$ cat config.mk
export PLATFORM = sky130hd
export DESIGN_NAME = double_ended_list_with_search
export DESIGN_NICKNAME = d
export VERILOG_FILES = /design/src/dels_pkg.sv /design/src/dels_mem.sv /design/src/dels_ctrl.sv /design/src/double_ended_list_with_search.sv
export VERILOG_INCLUDE_DIRS = /design/src /design/src/src
export SDC_FILE = /design/constraint.sdc
export NUM_CORES = 1
export LEC_CHECK = 0
export BUFFER_PORTS_ARGS = -buffer_cell sky130_fd_sc_hd__buf_2
export CAP_MARGIN = 20
export CORE_UTILIZATION = 65
export DETAILED_ROUTE_END_ITERATION = 12
export PLACE_DENSITY_LB_ADDON = 0.3
export SYNTH_ARGS = -nofsm -noshare
export SYNTH_HDL_FRONTEND = slang
export SYNTH_SLANG_ARGS = --single-unit
$ cat constraint.sdc
create_clock -name clk -period 6.4 [get_ports clk]
set_input_delay 0.64 -clock clk [delete_from_list [all_inputs] [get_ports clk]]
set_output_delay 0.64 -clock clk [all_outputs]
set_load 0.05 [all_outputs]
$ cat src/double_ended_list_with_search_macros.svh
// ----------------------------------------------------------------------------
// Assertion macros for the double-ended list with search
// Concurrent checks on clk, disabled while rst is high.
// ----------------------------------------------------------------------------
`ifndef DOUBLE_ENDED_LIST_WITH_SEARCH_MACROS_SVH
`define DOUBLE_ENDED_LIST_WITH_SEARCH_MACROS_SVH

// The consequent must hold in the same cycle as the antecedent.
`define DELS_ASSERT_SAME(label, ante, cons, msg) \
  label: assert property (@(posedge clk) disable iff (rst) (ante) |-> (cons)) \
    else $error(msg);

// The consequent must hold in the cycle after the antecedent.
`define DELS_ASSERT_NEXT(label, ante, cons, msg) \
  label: assert property (@(posedge clk) disable iff (rst) (ante) |=> (cons)) \
    else $error(msg);

`endif

$ cat src/dels_pkg.sv
// ----------------------------------------------------------------------------
// dels_pkg
// Field widths, action and status codes and shared structs of the list.
// ----------------------------------------------------------------------------
package dels_pkg;

  localparam int ACTION_W = 3;
  localparam int VALUE_W  = 32;
  localparam int STATUS_W = 2;
  localparam int COUNT_W  = 5;

  localparam logic [ACTION_W-1:0] ACT_PUSH_FRONT = 3'd0;
  localparam logic [ACTION_W-1:0] ACT_PUSH_BACK  = 3'd1;
  localparam logic [ACTION_W-1:0] ACT_POP_FRONT  = 3'd2;
  localparam logic [ACTION_W-1:0] ACT_POP_BACK   = 3'd3;
  localparam logic [ACTION_W-1:0] ACT_SEARCH     = 3'd4;

  localparam logic [STATUS_W-1:0] STATUS_OK    = 2'd0;
  localparam logic [STATUS_W-1:0] STATUS_EMPTY = 2'd1;
  localparam logic [STATUS_W-1:0] STATUS_FULL  = 2'd2;

  typedef struct packed {
    logic [ACTION_W-1:0]       action;
    logic signed [VALUE_W-1:0] value;
  } req_t;

  typedef struct packed {
    logic                empty_res;
    logic [COUNT_W-1:0]  count;
    logic                found;
    logic [STATUS_W-1:0] status;
  } res_t;

endpackage

$ cat src/dels_mem.sv
// ----------------------------------------------------------------------------
// dels_mem
// Entry storage: one write port and one registered read port.
// ----------------------------------------------------------------------------
module dels_mem
  import dels_pkg::*;
#(
  parameter int DEPTH = 16,
  localparam int AW = $clog2(DEPTH)
) (
  input  logic                      clk,
  input  logic                      wr_en,
  input  logic [AW-1:0]             wr_addr,
  input  logic signed [VALUE_W-1:0] wr_data,
  input  logic                      rd_en,
  input  logic [AW-1:0]             rd_addr,
  output logic signed [VALUE_W-1:0] rd_data
);

  logic signed [VALUE_W-1:0] mem [DEPTH];

  always_ff @(posedge clk) begin
    if (wr_en) begin
      mem[wr_addr] <= wr_data;
    end
  end

  always_ff @(posedge clk) begin
    if (rd_en) begin
      rd_data <= mem[rd_addr];
    end
  end

endmodule

$ cat src/dels_ctrl.sv
// ----------------------------------------------------------------------------
// dels_ctrl
// Sequencer: ring pointers, push and pop updates, and the search walk that
// reuses one equality comparator on one stored entry per cycle.
// ----------------------------------------------------------------------------
`include "double_ended_list_with_search_macros.svh"

module dels_ctrl
  import dels_pkg::*;
#(
  parameter int DEPTH = 16,
  localparam int AW = $clog2(DEPTH),
  localparam int CW = $clog2(DEPTH + 1)
) (
  input  logic                      clk,
  input  logic                      rst,
  input  logic                      in_valid,
  output logic                      in_ready,
  input  req_t                      in_req,
  output logic                      wr_en,
  output logic [AW-1:0]             wr_addr,
  output logic signed [VALUE_W-1:0] wr_data,
  output logic                      rd_en,
  output logic [AW-1:0]             rd_addr,
  input  logic signed [VALUE_W-1:0] rd_data,
  output logic                      res_valid,
  input  logic                      res_ready,
  output res_t                      res
);

  localparam int SW = AW + 1;

  typedef enum logic [1:0] {
    IDLE,
    EXEC,
    SEARCH,
    DONE
  } st_t;

  st_t           state;
  req_t          req;
  logic [AW-1:0] front;
  logic [CW-1:0] held;
  logic [AW-1:0] ptr;
  logic [CW-1:0] idx;
  logic          pend;

  logic [AW-1:0] front_dec;
  logic [AW-1:0] front_inc;
  logic [AW-1:0] ptr_inc;
  logic [SW-1:0] back_sum;
  logic [AW-1:0] back_addr;
  logic [CW-1:0] held_inc;
  logic [CW-1:0] held_dec;
  logic          full;
  logic          issue;
  logic          match;

  assign front_dec = (front == '0) ? AW'(DEPTH - 1) : front - AW'(1);
  assign front_inc = (front == AW'(DEPTH - 1)) ? '0 : front + AW'(1);
  assign ptr_inc   = (ptr == AW'(DEPTH - 1)) ? '0 : ptr + AW'(1);
  // front + held stays below twice the depth, so one subtract wraps it.
  assign back_sum  = SW'(front) + SW'(held);
  assign back_addr = (back_sum >= SW'(DEPTH)) ? AW'(back_sum - SW'(DEPTH)) : AW'(back_sum);
  assign held_inc  = held + CW'(1);
  assign held_dec  = held - CW'(1);
  assign full      = (held == CW'(DEPTH));

  assign issue = (state == SEARCH) && (idx != held);
  assign match = pend && (rd_data == req.value);

  assign in_ready  = (state == IDLE);
  assign res_valid = (state == DONE);
  assign rd_en     = issue;
  assign rd_addr   = ptr;
  assign wr_data   = req.value;

  always_comb begin
    wr_en   = 1'b0;
    wr_addr = back_addr;
    if (state == EXEC && !full) begin
      if (req.action == ACT_PUSH_FRONT) begin
        wr_en   = 1'b1;
        wr_addr = front_dec;
      end else if (req.action == ACT_PUSH_BACK) begin
        wr_en   = 1'b1;
      end
    end
  end

  always_ff @(posedge clk) begin
    if (rst) begin
      state <= IDLE;
      front <= '0;
      held  <= '0;
      pend  <= 1'b0;
    end else begin
      case (state)
        IDLE: begin
          if (in_valid) begin
            req   <= in_req;
            state <= EXEC;
          end
        end
        EXEC: begin
          res.status    <= STATUS_OK;
          res.found     <= 1'b0;
          res.count     <= COUNT_W'(held);
          res.empty_res <= (held == '0);
          state         <= DONE;
          case (req.action)
            ACT_PUSH_FRONT, ACT_PUSH_BACK: begin
              if (full) begin
                res.status <= STATUS_FULL;
              end else begin
                held          <= held_inc;
                res.count     <= COUNT_W'(held_inc);
                res.empty_res <= 1'b0;
                if (req.action == ACT_PUSH_FRONT) begin
                  front <= front_dec;
                end
              end
            end
            ACT_POP_FRONT, ACT_POP_BACK: begin
              if (held == '0) begin
                res.status <= STATUS_EMPTY;
              end else begin
                held          <= held_dec;
                res.count     <= COUNT_W'(held_dec);
                res.empty_res <= (held_dec == '0);
                if (req.action == ACT_POP_FRONT) begin
                  front <= front_inc;
                end
              end
            end
            ACT_SEARCH: begin
              ptr   <= front;
              idx   <= '0;
              pend  <= 1'b0;
              state <= SEARCH;
            end
            default: begin
            end
          endcase
        end
        SEARCH: begin
          // Each cycle reads the next entry and compares the one read before.
          if (match || !issue) begin
            res.found <= match;
            pend      <= 1'b0;
            state     <= DONE;
          end else begin
            ptr  <= ptr_inc;
            idx  <= idx + CW'(1);
            pend <= 1'b1;
          end
        end
        DONE: begin
          if (res_ready) begin
            state <= IDLE;
          end
        end
        default: begin
          state <= IDLE;
        end
      endcase
    end
  end

  `DELS_ASSERT_SAME(a_held_bound, 1'b1, held <= CW'(DEPTH), "held count beyond depth")
  `DELS_ASSERT_SAME(a_idx_bound, state == SEARCH, idx <= held, "search index past held")
  `DELS_ASSERT_SAME(a_full_status, res_valid && res.status == STATUS_FULL, full,
                    "full status while list not full")
  `DELS_ASSERT_SAME(a_empty_status, res_valid && res.status == STATUS_EMPTY, held == '0,
                    "empty status while list holds entries")
  `DELS_ASSERT_NEXT(a_search_done, state == SEARCH && !issue, state == DONE,
                    "search did not end after last entry")

endmodule

$ cat src/double_ended_list_with_search.sv
// ----------------------------------------------------------------------------
// double_ended_list_with_search
// A bounded double-ended list of DEPTH signed 32-bit values held in a ring
// buffer. Each input transaction carries an action in s_axis_tuser (push
// front, push back, pop front, pop back, search) and a value in s_axis_tdata,
// and yields one result transaction with a status, a found flag, the count of
// held entries after the action (masked to 5 bits) and an empty flag. The
// block takes one transaction at a time: a push or a pop passes through the
// execute and done states before its result is loaded into the output
// register, and a search walks the storage memory's single read port, one
// entry per cycle, ending at the first match. The input is ready again in
// the cycle after that load.
// The output register lets a new transaction be accepted while a result waits.
// ----------------------------------------------------------------------------
module double_ended_list_with_search
  import dels_pkg::*;
#(
  parameter int DEPTH = 16
) (
  input  logic        clk,
  input  logic        rst,
  // Input channel.
  input  logic        s_axis_tvalid,
  output logic        s_axis_tready,
  input  logic [31:0] s_axis_tdata,   // [31:0] value
  input  logic [2:0]  s_axis_tuser,   // [2:0] action
  // Result channel.
  output logic        m_axis_tvalid,
  input  logic        m_axis_tready,
  output logic [15:0] m_axis_tdata    // [1:0] status, [2] found, [7:3] count,
                                      // [8] empty_res, [15:9] zero
);

  localparam int AW = $clog2(DEPTH);

  req_t                      in_req;
  res_t                      res;
  logic                      res_valid;
  logic                      res_ready;
  logic                      wr_en;
  logic [AW-1:0]             wr_addr;
  logic signed [VALUE_W-1:0] wr_data;
  logic                      rd_en;
  logic [AW-1:0]             rd_addr;
  logic signed [VALUE_W-1:0] rd_data;

  assign in_req.action = s_axis_tuser;
  assign in_req.value  = s_axis_tdata;

  // The output register is free when empty or when its result leaves now.
  assign res_ready = !m_axis_tvalid || m_axis_tready;

  dels_ctrl #(
    .DEPTH(DEPTH)
  ) u_ctrl (
    .clk       (clk),
    .rst       (rst),
    .in_valid  (s_axis_tvalid),
    .in_ready  (s_axis_tready),
    .in_req    (in_req),
    .wr_en     (wr_en),
    .wr_addr   (wr_addr),
    .wr_data   (wr_data),
    .rd_en     (rd_en),
    .rd_addr   (rd_addr),
    .rd_data   (rd_data),
    .res_valid (res_valid),
    .res_ready (res_ready),
    .res       (res)
  );

  dels_mem #(
    .DEPTH(DEPTH)
  ) u_mem (
    .clk     (clk),
    .wr_en   (wr_en),
    .wr_addr (wr_addr),
    .wr_data (wr_data),
    .rd_en   (rd_en),
    .rd_addr (rd_addr),
    .rd_data (rd_data)
  );

  // Result register: loads when the sequencer hands over a finished result.
  always_ff @(posedge clk) begin
    if (rst) begin
      m_axis_tvalid <= 1'b0;
    end else if (res_valid && res_ready) begin
      m_axis_tvalid <= 1'b1;
    end else if (m_axis_tready) begin
      m_axis_tvalid <= 1'b0;
    end
  end

  always_ff @(posedge clk) begin
    if (res_valid && res_ready) begin
      m_axis_tdata <= {7'd0, res};
    end
  end

endmodule

==> impl_metrics.tcl, run 1 <==
set metrics [dict create \
    fmax_mhz 251 \
    htree_levels 2 \
    async_flop_share_pct 0 \
    design_area_mm2 0.0274 \
    tightest_slew_ns 1.14 \
    slew_headroom_pct 24.0 \
    diodes 0 \
    via_count 12700 \
    power_density_mw_per_mm2 366 \
    cts.path.max_buffers 3 \
    use_met1_pct 38.0 \
    antenna_left 0 \
    path_class "reg -> reg" \
    netlist_top_cells_count "edfxtp_1 (606), mux2i_1 (107), o21ai_0 (70)" \
    fin_cells 1990 \
    synth-main-ff-cell "edfxtp_1" \
    synth_top_area_share_pct 74.0 \
    crit_slowest_cell "nor2_4" \
    path_buf_inv 1 \
    status "finished clean" \
    fillers 2081 \
    ys_seq_elements 619 \
    rsz0062_at_grt "false" \
    drtIter0Drc 1116 \
    antenna_found_initial 0 \
    synth_warnings 0 \
    max_stage_delay_ns 0.99 \
    crit_family "simple AND/OR/NAND/NOR gates" \
    seq_area_mm2 0.0185 \
    busiest_layer "met2" \
    synth_area_leaders "edfxtp_1 (74%), mux4_2 (5.9%), mux2i_1 (4.4%)" \
    end_kind "flip-flop" \
    path_clk_slew_ns 0.06 \
    pre_cts_ws_ns 2.46 \
    initial_utilization_pct 66.7 \
    pin_count 57 \
    die-height_um 196 \
    cts-root-buf "clkbuf_16" \
    grt.overflow.total 0 \
    skew_ns 0.0183 \
    final_core_utilization_pct 74.4 \
    netlist_instances 1370 \
    yosysMostFrequentCell "edfxtp_1" \
    met3_usage_pct 5.66 \
    multiInputGateArea_mm2 0.00590 \
    postCtsSetupBuffers 0 \
    syn_to_final_growth_pct 11.5 \
    first_pass_iters 7 \
    avgViaCountPerCell 6.40 \
    layout_min_cycle_time_ns 3.98 \
    wl_mm 50.8 \
    placed_cell_area_mm2 0.0255 \
    synth_cell_types 57 \
    p_total_mw 10.0 \
    dpl.hpwl_mm 29.3 \
    cp-start-kind "flip-flop" \
    synth_area_leader_cell "edfxtp_1" \
    setup_viol 0 \
    worstHoldPathType "in -> reg" \
    grt_pass1_vias 12500 \
    postCtsHoldBufs 0 \
    grt_use_met2_pct 42.7 \
    slew_violations 0 \
    cts_sinks 619 \
    required_ns 6.61 \
    cts_tree "yes" \
    setup_tns_ns 0 \
    num_rows 70 \
    die-area_mm2 0.0386 \
    leakagePower_nw 9.05 \
    grt_max_degree 126 \
    vdd_drop_max_mv 0.241 \
    synth_area_mm2 0.0246 \
    maxCapViolCount 0 \
    synth-edff-count 606 \
    core_area_mm2 0.0369 \
    hold_viol 0 \
    dieWidth_um 196 \
    wl_per_cell_um 25.5 \
    dp_cells 1881 \
    layout_setup_ws_ns 2.42 \
    final_layout_size_suffix_gt1_share_pct 18.8 \
    seq_area_frac_synth_pct 75.1 \
    num-nets-final 1495 \
    numCtsBuffers 57 \
    track_usage_pct 26.8 \
    place_congestion 0.871 \
    crit_chain "inv_1 -> ha_1 -> and4bb_2 -> nor3_2 -> nand3b_2 -> mux2i_1 -> nand4_1 -> nor2_4" \
    period_share_pct 62.2 \
    crit_fanout 32 \
    grt_pass1_wl_mm 75.8 \
    drc 0 \
    clk_latency_ns 0.61 \
    cts.repair.resized 0 \
    hold_ws_ns 0.203 \
    synth.avg_cell_area_um2 17.9 \
    worstPathArrival_ns 4.19 \
    numPortBuffers 49 \
]
-- cell type report --
| cell class | count | share of cell area [%] |
|---|---|---|
| Inverter | 14 | 0.192 |
| Tap cell | 504 | 2.30 |
| Multi-Input combinational cell | 670 | 21.5 |
| Clock buffer | 71 | 5.39 |
| Clock inverter | 33 | 1.00 |
| Timing Repair Buffer | 79 | 2.29 |
| Sequential cell | 619 | 67.3 |
-- worst reg2reg max path: stages (launching register included) --
cell	delay, ns
dfxtp_1	0.51
inv_1	0.17
ha_1	0.27
and4bb_2	0.28
nor3_2	0.31
nand3b_2	0.24
mux2i_1	0.33
nand4_1	0.44
nor2_4	0.99
-- registers in the layout, indices dropped and copies added, names as in the netlist --
register	flops
u_ctrl.pend	1
m_axis_tvalid	1
m_axis_tdata	9
u_ctrl.front	4
u_ctrl.state	2
u_ctrl.wr_data	32
u_ctrl.rd_addr	4
u_ctrl.idx	5
u_mem.rd_data	32
u_mem.mem	512
u_ctrl.res	9
u_ctrl.held	5
u_ctrl.req	3
-- report_power, final --
part           leakage, nW  internal, mW  switching (mW)
logic                 2.62         0.704            1.15
clock network        0.857          1.80            1.42
registers             5.57          4.77           0.195
total                 9.05          7.27            2.77
-- routing by layer --
metal | wire length [um] | vias up
li1 | - | 5604
met2 | 24800 | 552
met1 | 20900 | 6490
met4 | 1280 | 0
met3 | 3760 | 93
met5 | 0 | -
-- kinds of logic (layout without fill, tap and decap cells) --
family,after synthesis,after routing,synth area share [%]
AO/OA/AOI/OAI,210,210,5.38
buffers and inverters,87,197,1.57
other,1,7,0.0153
flip-flops,619,619,75.1
multiplexers,199,199,11.5
adder cells (fa/ha/maj),15,15,0.794
AND/OR/NAND/NOR,186,186,3.68
XOR/XNOR,53,53,1.98
-- final timing paths --
| path | start | end | slack [ns] | depth (start not counted) |
|---|---|---|---|---|
| setup / recovery | u_ctrl.held[1] | u_mem.mem[14][17] | 2.42 | 8 |
| hold / removal | s_axis_tdata[30] | u_ctrl.wr_data[30] | 0.20 | 1 |
| hold reg to reg | u_ctrl.res[3] | m_axis_tdata[3] | 0.42 | 0 |
| setup reg to reg | u_ctrl.held[1] | u_mem.mem[14][17] | 2.42 | 8 |
-- cell usage in the layout, fill, tap and decap left out, types with 28 or more instances in the layout --
cell type / synthesis / final
mux2_2: 28 / 28
a21oi_1: 51 / 51
clkbuf_16: 0 / 57
buf_2: 23 / 49
edfxtp_1: 606 / 606
a22oi_1: 32 / 32
nor2_1: 46 / 30
mux4_2: 64 / 64
mux2i_1: 107 / 107
o21ai_0: 70 / 70
a221oi_1: 34 / 34
nand2_1: 69 / 69
(Power assumes the default switching activity.)
==> inputs of run 2 (changes only) <==
- CORE_UTILIZATION: 65 -> 56
- clock period: 6.4 -> 3.6 ns (I/O delays scaled with it)
==> run 2 against run 1 <==
Effect of this change: via count is 2.7% higher; flip-flop and latch count stayed put; global-route usage is 2.3 points lower; sequential share of layout area is 2.1 points lower; core utilization is 8.8 points lower; total power is 82% higher; final cell count is 8.1% higher; wire length is 5.5% higher; largest power group unchanged.
==> impl_metrics.tcl, run 2 (synthesis gave the netlist of run 1 again) <==
set metrics [dict create \
    status "finished clean" \
    slew_headroom_pct 27.2 \
    power.internal_mw 13.1 \
    dr_wl_met3_mm 4.16 \
    wl_per_cell_um 24.9 \
    num_rows 76 \
    grt.overflow.total 0 \
    path_clk_slew_ns 0.06 \
    track_usage_pct 24.6 \
    required_ns 3.89 \
    path_buf_inv 2 \
    diodes 0 \
    dieWidth_um 212 \
    layout_commonest_cell "edfxtp_1" \
    numCtsBuffers 59 \
    tightest_slew_ns 1.09 \
    fin_cells 2152 \
    rrSetupSlack_ns 0.34 \
    worstReg2RegEnd "u_mem.mem[7][27]" \
    die-area_mm2 0.0447 \
    cts.repair.resized 0 \
    clk_latency_ns 0.62 \
    rsz0062_at_grt "false" \
    p_total_mw 18.2 \
    hold_path_startpoint "m_axis_tready" \
    drtIter0Drc 1379 \
    crit_family "simple AND/OR/NAND/NOR gates" \
    worstHoldPathType "in -> reg" \
    dpl.hpwl_mm 31.8 \
    worstPathArrival_ns 3.55 \
    path_class "reg -> reg" \
    syn_to_final_growth_pct 15.1 \
    power_density_mw_per_mm2 644 \
    die-height_um 212 \
    antenna_left 0 \
    p_sw_share_pct 28.1 \
    pin_count 57 \
    drc 0 \
    top_layer_used "met4" \
    holdPathEnd "m_axis_tvalid" \
    wl_mm 53.6 \
    largest_register_ffs 512 \
    clockPowerShare_pct 32.1 \
    numPortBuffers 49 \
    period_share_pct 90.5 \
    cts.path.max_buffers 3 \
    via_count 13100 \
    initial_utilization_pct 56.9 \
    leakagePower_nw 9.44 \
    place_congestion 0.919 \
    layout_min_cycle_time_ns 3.26 \
    met1_length_mm 22.4 \
    crit_chain "inv_1 -> ha_1 -> and4bb_2 -> nor3_2 -> nand3b_2 -> mux2i_1 -> or3b_2 -> nor2_4 -> buf_4" \
    avgViaCountPerCell 6.08 \
    maxCapViolCount 0 \
    vdd_drop_max_mv 0.501 \
    num-nets-final 1576 \
    max_stage_delay_ns 0.61 \
    cts_tree "yes" \
    htree_levels 2 \
    antenna_found_initial 0 \
    layout_common_cells "edfxtp_1 (606), mux2i_1 (107), o21ai_0 (70)" \
    setup_tns_ns 0 \
    combPwrFrac_pct 19.8 \
    hold_viol 0 \
    grt_max_degree 43 \
    worst_hold_path.num_cells 4 \
    fmax_mhz 307 \
    r2r_start "u_ctrl.held[1]" \
    pwr-share-seq_pct 48.2 \
    slew_violations 0 \
    cp-start-kind "flip-flop" \
    final_layout_size_suffix_gt1_share_pct 21.2 \
    crit_fanout 17 \
    grt_pass1_vias 13000 \
    end_kind "flip-flop" \
    skew_ns 0.0130 \
    cts-root-buf "clkbuf_16" \
    setup_viol 0 \
    dp_cells 2008 \
    largest_register "u_mem.mem" \
    switching_power_mw 5.11 \
    met2WireLength_mm 25.5 \
    r2r_cells 9 \
    crit_slowest_cell "or3b_2" \
    cts_sinks 619 \
    grt_pass1_wl_mm 79.9 \
    core_area_mm2 0.0432 \
    first_pass_iters 5 \
]
run 2: changes by cell type in the layout (fill, tap and decap cells not counted), moves of 2 or more:
cell	previous run	this run
buf_12	3	15
buf_16	6	0
buf_4	21	59
clkbuf_16	57	59
clkinv_1	15	9
clkinv_4	0	2
clkinv_8	2	0
clkinvlp_4	1	7
dlygate4sd3_1	0	35
run 2: through the flow:
stage / hold slack (ns) / utilization (%) / instance area (um2) / worst slack (ns)
final: 0.0592 / 65.5 / 28300 / 0.340
after CTS: 0.0281 / 65.5 / 28300 / 0.110
after detailed placement: 0.406 / 60.5 / 26100 / 0.153
after global routing: 0.0917 / 65.5 / 28300 / 0.184
after global placement: 0.405 / 60.5 / 26100 / 0.333
after floorplan: 0.400 / - / 24600 / -0.493
run 2: cell type report:
class | instances | area (um2)
repair buffers | 158 | 1340
well taps | 585 | 732
inverters | 14 | 52.6
clock inverters | 33 | 273
flip-flops and latches | 619 | 18500
clock buffers | 73 | 1540
multi-input cells | 670 | 5900
fillers | 2922 | 14900
run 2: per-layer routing:
layer,vias to the layer above,GRT usage [%]
met5,-,0
met4,0,7.57
met3,98,5.00
met2,560,39.0
met1,6677,34.6
li1,5752,-
run 2: worst register-to-register path: stages, from the launching register on:
cell and delay, ns:
dfxtp_1 0.52, inv_1 0.18, ha_1 0.28, and4bb_2 0.28, nor3_2 0.17, nand3b_2 0.19
mux2i_1 0.22, or3b_2 0.62, nor2_4 0.16, buf_4 0.32
run 2: worst max path at each step:
stage              startpoint                end  slack, ns  depth (start not counted)
3_5_place_dp   u_ctrl.held[1]  u_mem.mem[14][12]       0.15                          9
3_3_place_gp   u_ctrl.held[1]  u_mem.mem[14][12]       0.33                          9
4_1_cts        u_ctrl.held[1]  u_mem.mem[14][15]       0.11                          9
5_1_grt        u_ctrl.held[1]   u_mem.mem[7][27]       0.18                          9
6_report       u_ctrl.held[1]   u_mem.mem[7][27]       0.34                          9
2_1_floorplan  u_ctrl.held[1]    u_mem.mem[7][0]      -0.49                          9
run 2: what timing repair did:
action,in CTS,in global routing
hold buffers,35,0
hold endpoints to repair,35,0
setup buffers,0,3
setup endpoints to repair,0,23
run 2: power groups by stage:
stage	Combinational [mW]	Clock, mW	Sequential (mW)
after floorplan	2.35	0	8.88
after global placement	3.46	0	8.90
after detailed placement	3.53	0	8.92
after CTS	3.58	5.94	8.77
after global routing	3.87	6.18	8.81
final	3.60	5.84	8.78
==> inputs of run 3 (changes only) <==
- CORE_UTILIZATION: 56 -> 40
==> run 3 against run 2 <==
Effect of this change: via count decreased by 0.64%; critical path depth unchanged; highest routed layer unchanged; setup slack better by 0.041 ns; critical path type unchanged; largest cell class unchanged; core utilization is 18 points lower; largest power group unchanged.
==> impl_metrics.tcl, run 3 (synthesis gave the netlist of run 1 again) <==
set metrics [dict create \
    status "finished clean" \
    cts.repair.resized 0 \
    grt_pass1_vias 12900 \
    end_kind "flip-flop" \
    worstHoldPathType "in -> reg" \
    numCtsBuffers 66 \
    largest_register_ffs 512 \
    crit_slowest_cell "or3b_2" \
    hold_viol 0 \
    diodes 0 \
    drc 0 \
    largest_register "u_mem.mem" \
    first_pass_iters 5 \
    grt.overflow.total 0 \
    avgViaCountPerCell 5.50 \
    dp_cells 2208 \
    via_count 13000 \
    track_usage_pct 18.0 \
    final_layout_size_suffix_gt1_share_pct 21.5 \
    slew_violations 0 \
    grt_max_degree 68 \
    cts-root-buf "clkbuf_16" \
    hold_ws_ns 0.0760 \
    core_area_mm2 0.0606 \
    path_class "reg -> reg" \
    leakagePower_nw 9.59 \
    vdd_drop_max_mv 0.321 \
    required_ns 3.87 \
    syn_to_final_growth_pct 17.4 \
    die-area_mm2 0.0624 \
    fin_cells 2363 \
    num-nets-final 1583 \
    crit_chain "inv_1 -> ha_1 -> and4bb_2 -> nor3_2 -> nand3b_2 -> mux2i_1 -> or3b_2 -> nor2_4 -> buf_12" \
    antenna_left 0 \
    tightest_slew_ns 0.813 \
    pre_cts_ws_ns 0.415 \
    slew_headroom_pct 45.4 \
    pin_count 57 \
    power_density_mw_per_mm2 658 \
    layout_min_cycle_time_ns 3.22 \
    path_clk_slew_ns 0.06 \
    clk_latency_ns 0.60 \
    rsz0062_at_grt "false" \
    maxCapViolCount 0 \
    multiInputGateArea_mm2 0.00590 \
    layout_commonest_cell "edfxtp_1" \
    fmax_mhz 311 \
    cts.path.max_buffers 3 \
    numPortBuffers 49 \
    seq_area_mm2 0.0185 \
    layout_setup_ws_ns 0.381 \
    design_area_mm2 0.0289 \
    max_stage_delay_ns 0.61 \
    die-height_um 250 \
    layout_common_cells "edfxtp_1 (606), mux2i_1 (107), o21ai_0 (70)" \
    cp-start-kind "flip-flop" \
    wl_mm 56.2 \
    crit_fanout 32 \
    initial_utilization_pct 40.6 \
    placed_cell_area_mm2 0.0264 \
    htree_levels 3 \
    fillers 4999 \
    dieWidth_um 250 \
    setup_viol 0 \
    grt_pass1_wl_mm 82.9 \
    antenna_found_initial 0 \
    cts_sinks 619 \
    wl_per_cell_um 23.8 \
    num_rows 90 \
    period_share_pct 89.4 \
    skew_ns 0.0208 \
    worstPathArrival_ns 3.48 \
    cts_tree "yes" \
    place_congestion 0.810 \
    drtIter0Drc 1111 \
    dpl.hpwl_mm 33.4 \
]
-- run 3: changes by cell type in the layout (fill, tap and decap cells not counted), sizes merged --
cell and delta:
clkinvlp -3, bufinv +2, inv -1, clkinv +2, clkbuf +14
-- run 3: stage by stage --
step           power [mW]  util, %  setup TNS (ns)
2_1_floorplan        11.2        -         -129.74
3_3_place_gp         12.4     43.5               0
3_5_place_dp         12.5     43.5               0
4_1_cts              19.2     47.6               0
5_1_grt              19.7     47.6               0
6_report             19.0     47.6               0
-- run 3: where the power goes --
part           internal (mW)  switching, mW
clock                   3.88           2.76
sequential              8.48          0.259
combinational           1.36           2.25
total                   13.7           5.27
-- run 3: layout make-up --
type / count / area share, %
multi-input combinational: 670 / 20.5
clock inverter: 33 / 1.18
clock buffer: 87 / 6.18
inverter: 14 / 0.182
timing repair buffer: 158 / 4.64
sequential: 619 / 64.0
tap: 782 / 3.39
-- run 3: path summary, 6_finish.rpt --
check	start	endpoint	slack (ns)	cells after the start
worst min-delay path	m_axis_tready	m_axis_tvalid	0.08	4
worst max-delay path	u_ctrl.held[1]	u_mem.mem[7][18]	0.38	9
worst max register to register	u_ctrl.held[1]	u_mem.mem[7][18]	0.38	9
worst min register to register	u_ctrl.res[5]	m_axis_tdata[5]	0.42	0
-- run 3: layer usage --
layer  up-vias  global-route usage [%]  part of all wire, %
li1       5785                       -                    -
met1      6681                    24.5                   43
met2       460                    29.3                   48
met3        77                    3.83                  6.8
met4         0                    4.85                  2.0
met5         -                       0                    0
-- run 3: repair_timing --
item / CTS / global route
hold endpoints to repair: 35 / 0
hold buffers: 35 / 0
buffers inserted: 0 / 0
-- run 3: critical path: cells and delay by family (launching register included) --
kind	cells	cell delay (ns)
adder cells (fa/ha/maj)	1	0.28
buffers and inverters	2	0.45
flip-flops	1	0.50
multiplexers	1	0.21
AND/OR/NAND/NOR	5	1.43
